**config.mk**
```make
export PLATFORM = sky130hd
export DESIGN_NAME = spectral_tone_pair_detector
export DESIGN_NICKNAME = d
export VERILOG_FILES = /design/src/sv/stpd_pkg.sv /design/src/sv/stpd_fifo.sv /design/src/sv/stpd_front.sv /design/src/sv/stpd_back.sv /design/src/sv/spectral_tone_pair_detector.sv
export VERILOG_INCLUDE_DIRS = /design/src /design/src/sv
export SDC_FILE = /design/constraint.sdc
export NUM_CORES = 2
export LEC_CHECK = 0
export BUFFER_PORTS_ARGS = -buffer_cell sky130_fd_sc_hd__buf_2
export CAP_MARGIN = 25
export CORE_ASPECT_RATIO = 1.1
export CORE_MARGIN = 2
export CORE_UTILIZATION = 26
export DETAILED_ROUTE_END_ITERATION = 12
export HOLD_SLACK_MARGIN = 0.1
export REMOVE_ABC_BUFFERS = 1
export SLEW_MARGIN = 20
export SYNTH_ARGS = -nofsm -noshare
export SYNTH_HDL_FRONTEND = slang
export SYNTH_SLANG_ARGS = --single-unit
```
**constraint.sdc**
```tcl
create_clock -name clk -period 58.4 [get_ports clk]
set_input_delay 17.52 -clock clk [delete_from_list [all_inputs] [get_ports clk]]
set_output_delay 17.52 -clock clk [all_outputs]
set_load 0.005 [all_outputs]
```
**src/sv/spectral_tone_pair_detector_macros.svh**
```systemverilog
// ---------------------------------------------------------------------------
// Spectral tone pair detector assertion macros
// Clocked, reset-gated property shorthands used by the top level.
// ---------------------------------------------------------------------------
`ifndef SPECTRAL_TONE_PAIR_DETECTOR_MACROS_SVH
`define SPECTRAL_TONE_PAIR_DETECTOR_MACROS_SVH

// same-cycle implication
`define STPD_ASSERT_NOW(label, ante, cons, msg) \
  label: assert property (@(posedge clk) disable iff (!rst_n) (ante) |-> (cons)) \
    else $error(msg);

// next-cycle implication
`define STPD_ASSERT_NEXT(label, ante, cons, msg) \
  label: assert property (@(posedge clk) disable iff (!rst_n) (ante) |=> (cons)) \
    else $error(msg);

`endif

```
**src/sv/stpd_pkg.sv**
```systemverilog
// ---------------------------------------------------------------------------
// stpd_pkg
// Shared constants, register codes and the configuration struct.
// ---------------------------------------------------------------------------
package stpd_pkg;

  localparam int HISTORY_DEPTH_DEF = 25;
  localparam int NUM_BINS_DEF      = 512;
  localparam int QUEUE_DEPTH       = 2;

  localparam int AMP_W  = 31;
  localparam int FREQ_W = 15;
  localparam int HZ_W   = 6;
  localparam int BIN_VALUE_W = 32;
  localparam int CFG_IDX_W   = 3;
  localparam int CFG_DATA_W  = 31;

  // register indexes
  localparam logic [CFG_IDX_W-1:0] CFG_BIN_HZ        = 3'd0;
  localparam logic [CFG_IDX_W-1:0] CFG_TRIGGER_LEVEL = 3'd1;
  localparam logic [CFG_IDX_W-1:0] CFG_MIN_FREQ      = 3'd2;
  localparam logic [CFG_IDX_W-1:0] CFG_PRIM_LOW      = 3'd3;
  localparam logic [CFG_IDX_W-1:0] CFG_PRIM_HIGH     = 3'd4;
  localparam logic [CFG_IDX_W-1:0] CFG_SEC_LOW       = 3'd5;
  localparam logic [CFG_IDX_W-1:0] CFG_SEC_HIGH      = 3'd6;
  localparam logic [CFG_IDX_W-1:0] CFG_NOISE_LEVEL   = 3'd7;

  // register reset values
  localparam logic [HZ_W-1:0]   RST_BIN_HZ        = 6'd15;
  localparam logic [AMP_W-1:0]  RST_TRIGGER_LEVEL = 31'd500;
  localparam logic [FREQ_W-1:0] RST_MIN_FREQ      = 15'd250;
  localparam logic [FREQ_W-1:0] RST_PRIM_LOW      = 15'd5055;
  localparam logic [FREQ_W-1:0] RST_PRIM_HIGH     = 15'd5755;
  localparam logic [FREQ_W-1:0] RST_SEC_LOW       = 15'd4500;
  localparam logic [FREQ_W-1:0] RST_SEC_HIGH      = 15'd7500;
  localparam logic [AMP_W-1:0]  RST_NOISE_LEVEL   = 31'd3500;

  typedef struct packed {
    logic [HZ_W-1:0]   bin_hz;
    logic [AMP_W-1:0]  trigger_level;
    logic [FREQ_W-1:0] min_freq;
    logic [FREQ_W-1:0] prim_low;
    logic [FREQ_W-1:0] prim_high;
    logic [FREQ_W-1:0] sec_low;
    logic [FREQ_W-1:0] sec_high;
    logic [AMP_W-1:0]  noise_level;
  } cfg_t;

endpackage

```
**src/sv/stpd_fifo.sv**
```systemverilog
// ---------------------------------------------------------------------------
// stpd_fifo
// Small register queue with push/full and pop/empty sides.
// ---------------------------------------------------------------------------
module stpd_fifo #(
  parameter int WIDTH = 1,
  parameter int DEPTH = 2
) (
  input  logic             clk,
  input  logic             rst_n,
  input  logic             push,
  output logic             full,
  input  logic [WIDTH-1:0] wdata,
  input  logic             pop,
  output logic             empty,
  output logic [WIDTH-1:0] rdata
);

  localparam int PTR_W = (DEPTH > 1) ? $clog2(DEPTH) : 1;
  localparam int CNT_W = $clog2(DEPTH + 1);

  logic [WIDTH-1:0] mem_r [DEPTH];
  logic [PTR_W-1:0] wr_ptr_r, wr_ptr_nxt;
  logic [PTR_W-1:0] rd_ptr_r, rd_ptr_nxt;
  logic [CNT_W-1:0] count_r, count_nxt;
  logic             do_push, do_pop;

  assign full    = (count_r == CNT_W'(DEPTH));
  assign empty   = (count_r == '0);
  assign do_push = push && !full;
  assign do_pop  = pop && !empty;
  assign rdata   = mem_r[rd_ptr_r];

  // pointer wrap and fill count
  always_comb begin
    wr_ptr_nxt = wr_ptr_r;
    rd_ptr_nxt = rd_ptr_r;
    count_nxt  = count_r;
    if (do_push) begin
      wr_ptr_nxt = (wr_ptr_r == PTR_W'(DEPTH - 1)) ? '0 : wr_ptr_r + 1'b1;
    end
    if (do_pop) begin
      rd_ptr_nxt = (rd_ptr_r == PTR_W'(DEPTH - 1)) ? '0 : rd_ptr_r + 1'b1;
    end
    if (do_push && !do_pop) begin
      count_nxt = count_r + 1'b1;
    end else if (do_pop && !do_push) begin
      count_nxt = count_r - 1'b1;
    end
  end

  always_ff @(posedge clk) begin
    if (!rst_n) begin
      wr_ptr_r <= '0;
      rd_ptr_r <= '0;
      count_r  <= '0;
    end else begin
      wr_ptr_r <= wr_ptr_nxt;
      rd_ptr_r <= rd_ptr_nxt;
      count_r  <= count_nxt;
    end
  end

  // payload, no reset
  always_ff @(posedge clk) begin
    if (do_push) begin
      mem_r[wr_ptr_r] <= wdata;
    end
  end

endmodule

```
**src/sv/stpd_front.sv**
```systemverilog
// ---------------------------------------------------------------------------
// stpd_front
// Takes bins, tracks the saturated magnitude peak and hands a frame record
// (peak bin, prior peak bin, peak amplitude) to the back end.
// ---------------------------------------------------------------------------
module stpd_front
  import stpd_pkg::*;
#(
  parameter int NUM_BINS = NUM_BINS_DEF,
  parameter int BIN_W    = $clog2(NUM_BINS),
  parameter int REC_W    = 2 * BIN_W + AMP_W
) (
  input  logic                   clk,
  input  logic                   rst_n,
  input  logic                   in_push,
  output logic                   in_full,
  input  logic signed [BIN_VALUE_W-1:0] in_bin_value,
  output logic                   rec_push,
  input  logic                   rec_full,
  output logic [REC_W-1:0]       rec_data
);

  logic [BIN_W-1:0] bin_count_r, bin_count_nxt;
  logic [AMP_W-1:0] running_max_r, running_max_nxt;
  logic [BIN_W-1:0] peak_bin_r, peak_bin_nxt;
  logic [BIN_W-1:0] prior_peak_bin_r, prior_peak_bin_nxt;
  logic             accept, last_bin;
  logic [BIN_VALUE_W-1:0] neg_val;
  logic [AMP_W-1:0] mag;

  assign in_full  = rec_full;
  assign accept   = in_push && !rec_full;
  assign last_bin = (bin_count_r == BIN_W'(NUM_BINS - 1));

  // magnitude, most negative value saturates
  always_comb begin
    neg_val = '0 - BIN_VALUE_W'(in_bin_value);
    if (in_bin_value[BIN_VALUE_W-1]) begin
      mag = neg_val[BIN_VALUE_W-1] ? '1 : neg_val[AMP_W-1:0];
    end else begin
      mag = in_bin_value[AMP_W-1:0];
    end
  end

  // running peak and frame position
  always_comb begin
    bin_count_nxt      = bin_count_r;
    running_max_nxt    = running_max_r;
    peak_bin_nxt       = peak_bin_r;
    prior_peak_bin_nxt = prior_peak_bin_r;
    if (accept) begin
      bin_count_nxt = last_bin ? '0 : bin_count_r + 1'b1;
      if (bin_count_r == '0) begin
        running_max_nxt    = '0;
        peak_bin_nxt       = '0;
        prior_peak_bin_nxt = '0;
      end else if (mag > running_max_r) begin
        running_max_nxt    = mag;
        prior_peak_bin_nxt = peak_bin_r;
        peak_bin_nxt       = bin_count_r;
      end
    end
  end

  always_ff @(posedge clk) begin
    if (!rst_n) begin
      bin_count_r      <= '0;
      running_max_r    <= '0;
      peak_bin_r       <= '0;
      prior_peak_bin_r <= '0;
    end else begin
      bin_count_r      <= bin_count_nxt;
      running_max_r    <= running_max_nxt;
      peak_bin_r       <= peak_bin_nxt;
      prior_peak_bin_r <= prior_peak_bin_nxt;
    end
  end

  // frame record on the last bin
  assign rec_push = accept && last_bin;
  assign rec_data = {peak_bin_nxt, prior_peak_bin_nxt, running_max_nxt};

endmodule

```
**src/sv/stpd_back.sv**
```systemverilog
// ---------------------------------------------------------------------------
// stpd_back
// Gates frequencies, shifts the history stores and decides one frame.
// Each record steps through shift, compare, emit.
// ---------------------------------------------------------------------------
module stpd_back
  import stpd_pkg::*;
#(
  parameter int HISTORY_DEPTH = HISTORY_DEPTH_DEF,
  parameter int BIN_W         = $clog2(NUM_BINS_DEF),
  parameter int REC_W         = 2 * BIN_W + AMP_W
) (
  input  logic             clk,
  input  logic             rst_n,
  input  cfg_t             cfg,
  input  logic             rec_empty,
  output logic             rec_pop,
  input  logic [REC_W-1:0] rec_data,
  output logic             res_push,
  input  logic             res_full,
  output logic             res_detected
);

  localparam int EDGE_N = HISTORY_DEPTH / 4;

  typedef enum logic [2:0] {
    ST_IDLE = 3'b001,
    ST_CMP  = 3'b010,
    ST_OUT  = 3'b100
  } back_state_t;

  back_state_t state_r, state_nxt;

  logic [FREQ_W-1:0] prim_hist_r [HISTORY_DEPTH];
  logic [FREQ_W-1:0] sec_hist_r  [HISTORY_DEPTH];
  logic [AMP_W-1:0]  amp_hist_r  [HISTORY_DEPTH];

  logic [HISTORY_DEPTH-1:0] prim_hit_r, prim_hit_nxt;
  logic [HISTORY_DEPTH-1:0] sec_hit_r, sec_hit_nxt;
  logic [2*EDGE_N-1:0]      amp_ok_r, amp_ok_nxt;

  logic [BIN_W-1:0]  rec_peak, rec_prior;
  logic [AMP_W-1:0]  rec_amp;
  logic [31:0]       prim_prod, sec_prod;
  logic [FREQ_W-1:0] prim_f, sec_f, prim_gated, sec_gated;
  logic              trig_ok;

  assign rec_amp   = rec_data[AMP_W-1:0];
  assign rec_prior = rec_data[AMP_W +: BIN_W];
  assign rec_peak  = rec_data[AMP_W+BIN_W +: BIN_W];

  // frequency = bin * bin_hz, kept to 15 bits, then gated
  always_comb begin
    prim_prod  = 32'(rec_peak) * 32'(cfg.bin_hz);
    sec_prod   = 32'(rec_prior) * 32'(cfg.bin_hz);
    prim_f     = prim_prod[FREQ_W-1:0];
    sec_f      = sec_prod[FREQ_W-1:0];
    trig_ok    = rec_amp > cfg.trigger_level;
    prim_gated = (trig_ok && prim_f > cfg.min_freq) ? prim_f : '0;
    sec_gated  = (trig_ok && sec_f > cfg.min_freq) ? sec_f : '0;
  end

  // control
  assign rec_pop  = (state_r == ST_IDLE) && !rec_empty;
  assign res_push = (state_r == ST_OUT) && !res_full;
  assign res_detected = (|prim_hit_r) && (|sec_hit_r) && (&amp_ok_r);

  always_comb begin
    state_nxt = state_r;
    unique case (state_r)
      ST_IDLE: if (!rec_empty) state_nxt = ST_CMP;
      ST_CMP:  state_nxt = ST_OUT;
      ST_OUT:  if (!res_full) state_nxt = ST_IDLE;
      default: state_nxt = ST_IDLE;
    endcase
  end

  always_ff @(posedge clk) begin
    if (!rst_n) begin
      state_r <= ST_IDLE;
    end else begin
      state_r <= state_nxt;
    end
  end

  // history stores, entry 0 newest
  always_ff @(posedge clk) begin
    if (!rst_n) begin
      for (int j = 0; j < HISTORY_DEPTH; j++) begin
        prim_hist_r[j] <= '0;
        sec_hist_r[j]  <= '0;
        amp_hist_r[j]  <= '0;
      end
    end else if (rec_pop) begin
      prim_hist_r[0] <= prim_gated;
      sec_hist_r[0]  <= sec_gated;
      amp_hist_r[0]  <= rec_amp;
      for (int j = 1; j < HISTORY_DEPTH; j++) begin
        prim_hist_r[j] <= prim_hist_r[j-1];
        sec_hist_r[j]  <= sec_hist_r[j-1];
        amp_hist_r[j]  <= amp_hist_r[j-1];
      end
    end
  end

  // per-entry window hits; edge amplitudes all below noise means max below
  always_comb begin
    for (int j = 0; j < HISTORY_DEPTH; j++) begin
      prim_hit_nxt[j] = (prim_hist_r[j] > cfg.prim_low) && (prim_hist_r[j] < cfg.prim_high);
      sec_hit_nxt[j]  = (sec_hist_r[j] > cfg.sec_low) && (sec_hist_r[j] < cfg.sec_high);
    end
    for (int j = 0; j < EDGE_N; j++) begin
      amp_ok_nxt[j]          = amp_hist_r[j] < cfg.noise_level;
      amp_ok_nxt[EDGE_N + j] = amp_hist_r[HISTORY_DEPTH-1-j] < cfg.noise_level;
    end
  end

  always_ff @(posedge clk) begin
    prim_hit_r <= prim_hit_nxt;
    sec_hit_r  <= sec_hit_nxt;
    amp_ok_r   <= amp_ok_nxt;
  end

endmodule

```
**src/sv/spectral_tone_pair_detector.sv**
```systemverilog
// ---------------------------------------------------------------------------
// spectral_tone_pair_detector
// Peak tracking over spectrum frames and tone pair decision over history.
// ---------------------------------------------------------------------------
//  channel   ports                                 handshake
//  input     in_push, in_full, in_bin_value        push && !full
//  result    out_pop, out_empty, out_detected      pop && !empty
//  config    cfg_we, cfg_index, cfg_wdata          we, no wait
//
//  One bin per cycle unless in_full; the front peak tracker takes a bin every
//  cycle that the frame queue has room. One result per frame, made by the back
//  end's shift, compare and emit steps; it pops a new record only when idle.
//  Reset is synchronous and clears the history stores at once: no sweep.
//  Input stalls whenever the frame queue is full.
// ---------------------------------------------------------------------------
`include "spectral_tone_pair_detector_macros.svh"

module spectral_tone_pair_detector
  import stpd_pkg::*;
#(
  parameter int HISTORY_DEPTH = HISTORY_DEPTH_DEF,
  parameter int NUM_BINS      = NUM_BINS_DEF
) (
  input  logic                          clk,
  input  logic                          rst_n,
  input  logic                          in_push,
  output logic                          in_full,
  input  logic signed [BIN_VALUE_W-1:0] in_bin_value,
  input  logic                          out_pop,
  output logic                          out_empty,
  output logic                          out_detected,
  input  logic                          cfg_we,
  input  logic [CFG_IDX_W-1:0]          cfg_index,
  input  logic [CFG_DATA_W-1:0]         cfg_wdata
);

  localparam int BIN_W = $clog2(NUM_BINS);
  localparam int REC_W = 2 * BIN_W + AMP_W;

  cfg_t cfg_r, cfg_nxt;

  logic             mid_push, mid_full, mid_pop, mid_empty;
  logic [REC_W-1:0] mid_wdata, mid_rdata;
  logic             res_push, res_full, res_detected;

  // configuration registers
  always_comb begin
    cfg_nxt = cfg_r;
    if (cfg_we) begin
      unique case (cfg_index)
        CFG_BIN_HZ:        cfg_nxt.bin_hz        = cfg_wdata[HZ_W-1:0];
        CFG_TRIGGER_LEVEL: cfg_nxt.trigger_level = cfg_wdata[AMP_W-1:0];
        CFG_MIN_FREQ:      cfg_nxt.min_freq      = cfg_wdata[FREQ_W-1:0];
        CFG_PRIM_LOW:      cfg_nxt.prim_low      = cfg_wdata[FREQ_W-1:0];
        CFG_PRIM_HIGH:     cfg_nxt.prim_high     = cfg_wdata[FREQ_W-1:0];
        CFG_SEC_LOW:       cfg_nxt.sec_low       = cfg_wdata[FREQ_W-1:0];
        CFG_SEC_HIGH:      cfg_nxt.sec_high      = cfg_wdata[FREQ_W-1:0];
        CFG_NOISE_LEVEL:   cfg_nxt.noise_level   = cfg_wdata[AMP_W-1:0];
      endcase
    end
  end

  always_ff @(posedge clk) begin
    if (!rst_n) begin
      cfg_r.bin_hz        <= RST_BIN_HZ;
      cfg_r.trigger_level <= RST_TRIGGER_LEVEL;
      cfg_r.min_freq      <= RST_MIN_FREQ;
      cfg_r.prim_low      <= RST_PRIM_LOW;
      cfg_r.prim_high     <= RST_PRIM_HIGH;
      cfg_r.sec_low       <= RST_SEC_LOW;
      cfg_r.sec_high      <= RST_SEC_HIGH;
      cfg_r.noise_level   <= RST_NOISE_LEVEL;
    end else begin
      cfg_r <= cfg_nxt;
    end
  end

  // front: peak tracking
  stpd_front #(
    .NUM_BINS (NUM_BINS),
    .BIN_W    (BIN_W),
    .REC_W    (REC_W)
  ) u_front (
    .clk          (clk),
    .rst_n        (rst_n),
    .in_push      (in_push),
    .in_full      (in_full),
    .in_bin_value (in_bin_value),
    .rec_push     (mid_push),
    .rec_full     (mid_full),
    .rec_data     (mid_wdata)
  );

  // frame record queue
  stpd_fifo #(
    .WIDTH (REC_W),
    .DEPTH (QUEUE_DEPTH)
  ) u_mid_q (
    .clk   (clk),
    .rst_n (rst_n),
    .push  (mid_push),
    .full  (mid_full),
    .wdata (mid_wdata),
    .pop   (mid_pop),
    .empty (mid_empty),
    .rdata (mid_rdata)
  );

  // back: history and decision
  stpd_back #(
    .HISTORY_DEPTH (HISTORY_DEPTH),
    .BIN_W         (BIN_W),
    .REC_W         (REC_W)
  ) u_back (
    .clk          (clk),
    .rst_n        (rst_n),
    .cfg          (cfg_r),
    .rec_empty    (mid_empty),
    .rec_pop      (mid_pop),
    .rec_data     (mid_rdata),
    .res_push     (res_push),
    .res_full     (res_full),
    .res_detected (res_detected)
  );

  // result queue
  stpd_fifo #(
    .WIDTH (1),
    .DEPTH (QUEUE_DEPTH)
  ) u_out_q (
    .clk   (clk),
    .rst_n (rst_n),
    .push  (res_push),
    .full  (res_full),
    .wdata (res_detected),
    .pop   (out_pop),
    .empty (out_empty),
    .rdata (out_detected)
  );

  // checks
  `STPD_ASSERT_NOW(a_mid_no_overflow, mid_push, !mid_full, "frame record pushed into full queue")
  `STPD_ASSERT_NEXT(a_mid_holds_rec, mid_push, !mid_empty, "frame record lost after push")
  `STPD_ASSERT_NOW(a_res_no_overflow, res_push, !res_full, "result pushed into full queue")
  `STPD_ASSERT_NOW(a_pop_has_rec, mid_pop, !mid_empty, "back end popped an empty queue")

endmodule
```
==> flow_summary.toml <==
[route]
ant_nets = 0
drtIter0Drc = 5742
num_vias = 79000
vias_per_cell = 4.95
wl_mm = 313
wire_per_inst_um = 19.6
firstDrtPassIters = 7
post-route-drc-count = 0

[sta]
fin_tns_setup_ns = 0
layout_setup_ws_ns = 35.61
relSlewSlack = 0.198
period_share = 0.390
finalHoldViolCount = 0
setup_viol = 0
hold_slack_ns = 0.462
rsz0062_at_grt = "no"
slew_violations = 0
fin_crit_ns = 22.79
skew_ns = 0.163
fmax_mhz = 43.9
tightest_slew_ns = 1.20

[synthesis]
synth_xor_area_frac = 0.00335
yosys.area_share.simple = 0.155
syn_area_um2 = 115000
synth_cells = 9913
synth-edff-count = 1625
synth-compound-area-share = 0.117
synth_mux_area_frac = 0.00485
synthAdderAreaFrac = 0.223
ys_seq_area_frac = 0.473
avgSynthCellArea_um2 = 11.6
yosysWarnings = 0
async_reset_ff_frac = 0
synth.distinct_cells = 68
ys_seq_elements = 1901
ys.flop_type = "edfxtp_1"
synth_top_family_by_area = "adder cells"

[die]
die_width_um = 638
rows = 256
core_area_um2 = 441000
die-area_um2 = 447000
io_pins = 74
initial_utilization = 0.260
die_y_um = 701

[worst_setup_path]
cp.arrival_ns = 23.52
cp-start-kind = "input pin"
path_class = "in -> reg"
crit_required_ns = 59.13
crit_fanout = 67
endpoint_kind = "flip-flop"

[power]
p_per_area_nw_per_um2 = 38.7
ir_drop_mv = 0.0413
power.total_mw = 5.02
leakage_nw = 57.6

[flow_run]
maxCapViolCount = 0

[hold_path]
min_path_type = "reg -> reg"

[clock_tree]
cts_buffers = 213
ctsResizeCount = 0
cts_tree = "done"
cts_root_buf = "clkbuf_16"
clock_latency_ns = 0.96
postCtsHoldBufs = 0
clockBufferDepth = 4
cts_setup_buffers = 0
cts_max_level = 4
path_clk_slew_ns = 0.06
clock-sinks = 1901

[grt]
overflow = 0
grt_max_degree = 279
gr-usage-all-layers = 0.136
grt_pass1_vias = 78000
antenna_found_initial = 48
grt_pass1_wl_mm = 475

[place]
dp_hpwl_mm = 200
gp_congestion = 0.820
io_buffers = 73
place_ws_ns = 34.71

[layout]
nets = 12000
area_growth_pct = 12.9
drive_gt1_frac = 0.0618

[status]
status = "completed"
report_power, final:
group	total (mW)	internal [mW]	switching, mW
logic	1.40	0.553	0.847
clock network	1.42	0.837	0.579
registers	2.21	1.96	0.248
kinds of logic (layout without fill, tap and decap cells):
logic type,Yosys count,count (layout)
and+or+nand+nor,3182,3182
adders and majority gates,2012,2012
AOI/OAI and AO/OA,1999,1999
DFF,1901,1901
buffers and inverters,724,941
muxes,51,51
xor gates and xnor gates,44,44
other,0,25
path summary, 6_finish.rpt:
check,from,end,slack [ns],cells past startpoint
setup / recovery,in_bin_value[9],u_mid_q.mem_r[1][1],35.61,17
hold / removal,cfg_r[49],cfg_r[49],0.46,2
setup reg to reg,flip-flop,u_back.prim_hist_r[0][5],51.07,22
hold reg to reg,cfg_r[49],cfg_r[49],0.46,2
metal layers:
metal  routed length, µm  track usage  up-vias
li1                    -            -    38100
met5                 119            0        -
met3               16800       0.0224      522
met1              140000        0.178    38800
met4                9740       0.0413       18
met2              146000        0.229     1679
area by class of cell:
class	count	area (µm²)
Fill cell	44700	311000
Multi-Input combinational cell	7288	57900
Antenna cell	25	62.6
Clock inverter	132	1470
Sequential cell	1901	54300
Tap cell	5805	7260
Clock buffer	256	5820
Inverter	344	1290
Timing Repair Buffer	209	1530
sequential cells by signal (all words and copies together) (netlist names), 25 cells and up, named ones only:
signal and flops:
u_back.amp_hist_r 775, u_back.prim_hist_r 375, u_back.sec_hist_r 375, cfg_r 143, u_mid_q.mem_r 98, u_front.running_max_r 31
u_back.prim_hit_r 25, u_back.sec_hit_r 25
stage by stage:
| step | util | std cells | area, µm² |
|---|---|---|---|
| global placement | 0.277 | 15500 | 122000 |
| global route | 0.294 | 15900 | 130000 |
| CTS | 0.294 | 15900 | 130000 |
| floorplan | - | 9533 | 113000 |
| finish | 0.294 | 16000 | 130000 |
| detailed placement | 0.277 | 15500 | 122000 |
cell usage in the layout (no fill, tap or decap), types with 37 or more instances in the layout:
cell type  instances
nand3_1           78
a21o_1           431
buf_4            124
fa_1              58
nor4_1            50
a21boi_0          91
a31oi_1           43
a22o_1            46
o21a_1            71
a2111oi_0        125
and3_1          1021
a21oi_1          412
a32o_1            45
nor2_1           293
clkbuf_16        222
o31ai_1           44
ha_1            1954
nor2b_1          196
o21ai_0          389
and2_1           469
edfxtp_1        1625
dfxtp_1          274
nand2_1          522
mux2_2            37
o211ai_1          87
nand2b_1         107
clkinv_2          45
buf_2             73
nor3_1            87
inv_1            344
a211oi_1          75
nand4_1          259
worst max-delay path, cell delays in order:
cell	delay [ns]
buf_2	0.13
or4_1	0.57
and4bb_2	0.47
nand4_1	0.25
nor3_2	0.19
buf_4	0.27
nand2_1	0.46
nand2_1	0.32
ha_1	0.29
a211oi_1	0.26
nor2_1	0.08
o31a_1	0.27
o31ai_1	0.47
a21oi_1	0.19
o21ai_4	0.71
buf_4	0.74
a22o_1	0.28
Yosys cell counts (259+ instances only):
cell	number	area, µm²
clkbuf_1	361	1360
nand4_1	259	1620
a21o_1	431	3240
nor2_1	296	1110
and2_1	470	2940
nand2_1	523	1960
and3_1	1022	6390
ha_1	1954	24400
edfxtp_1	1625	48800
dfxtp_1	276	5530
a21oi_1	413	2070
o21ai_0	389	1950
inv_1	344	1290
(Power assumes the default switching activity.)
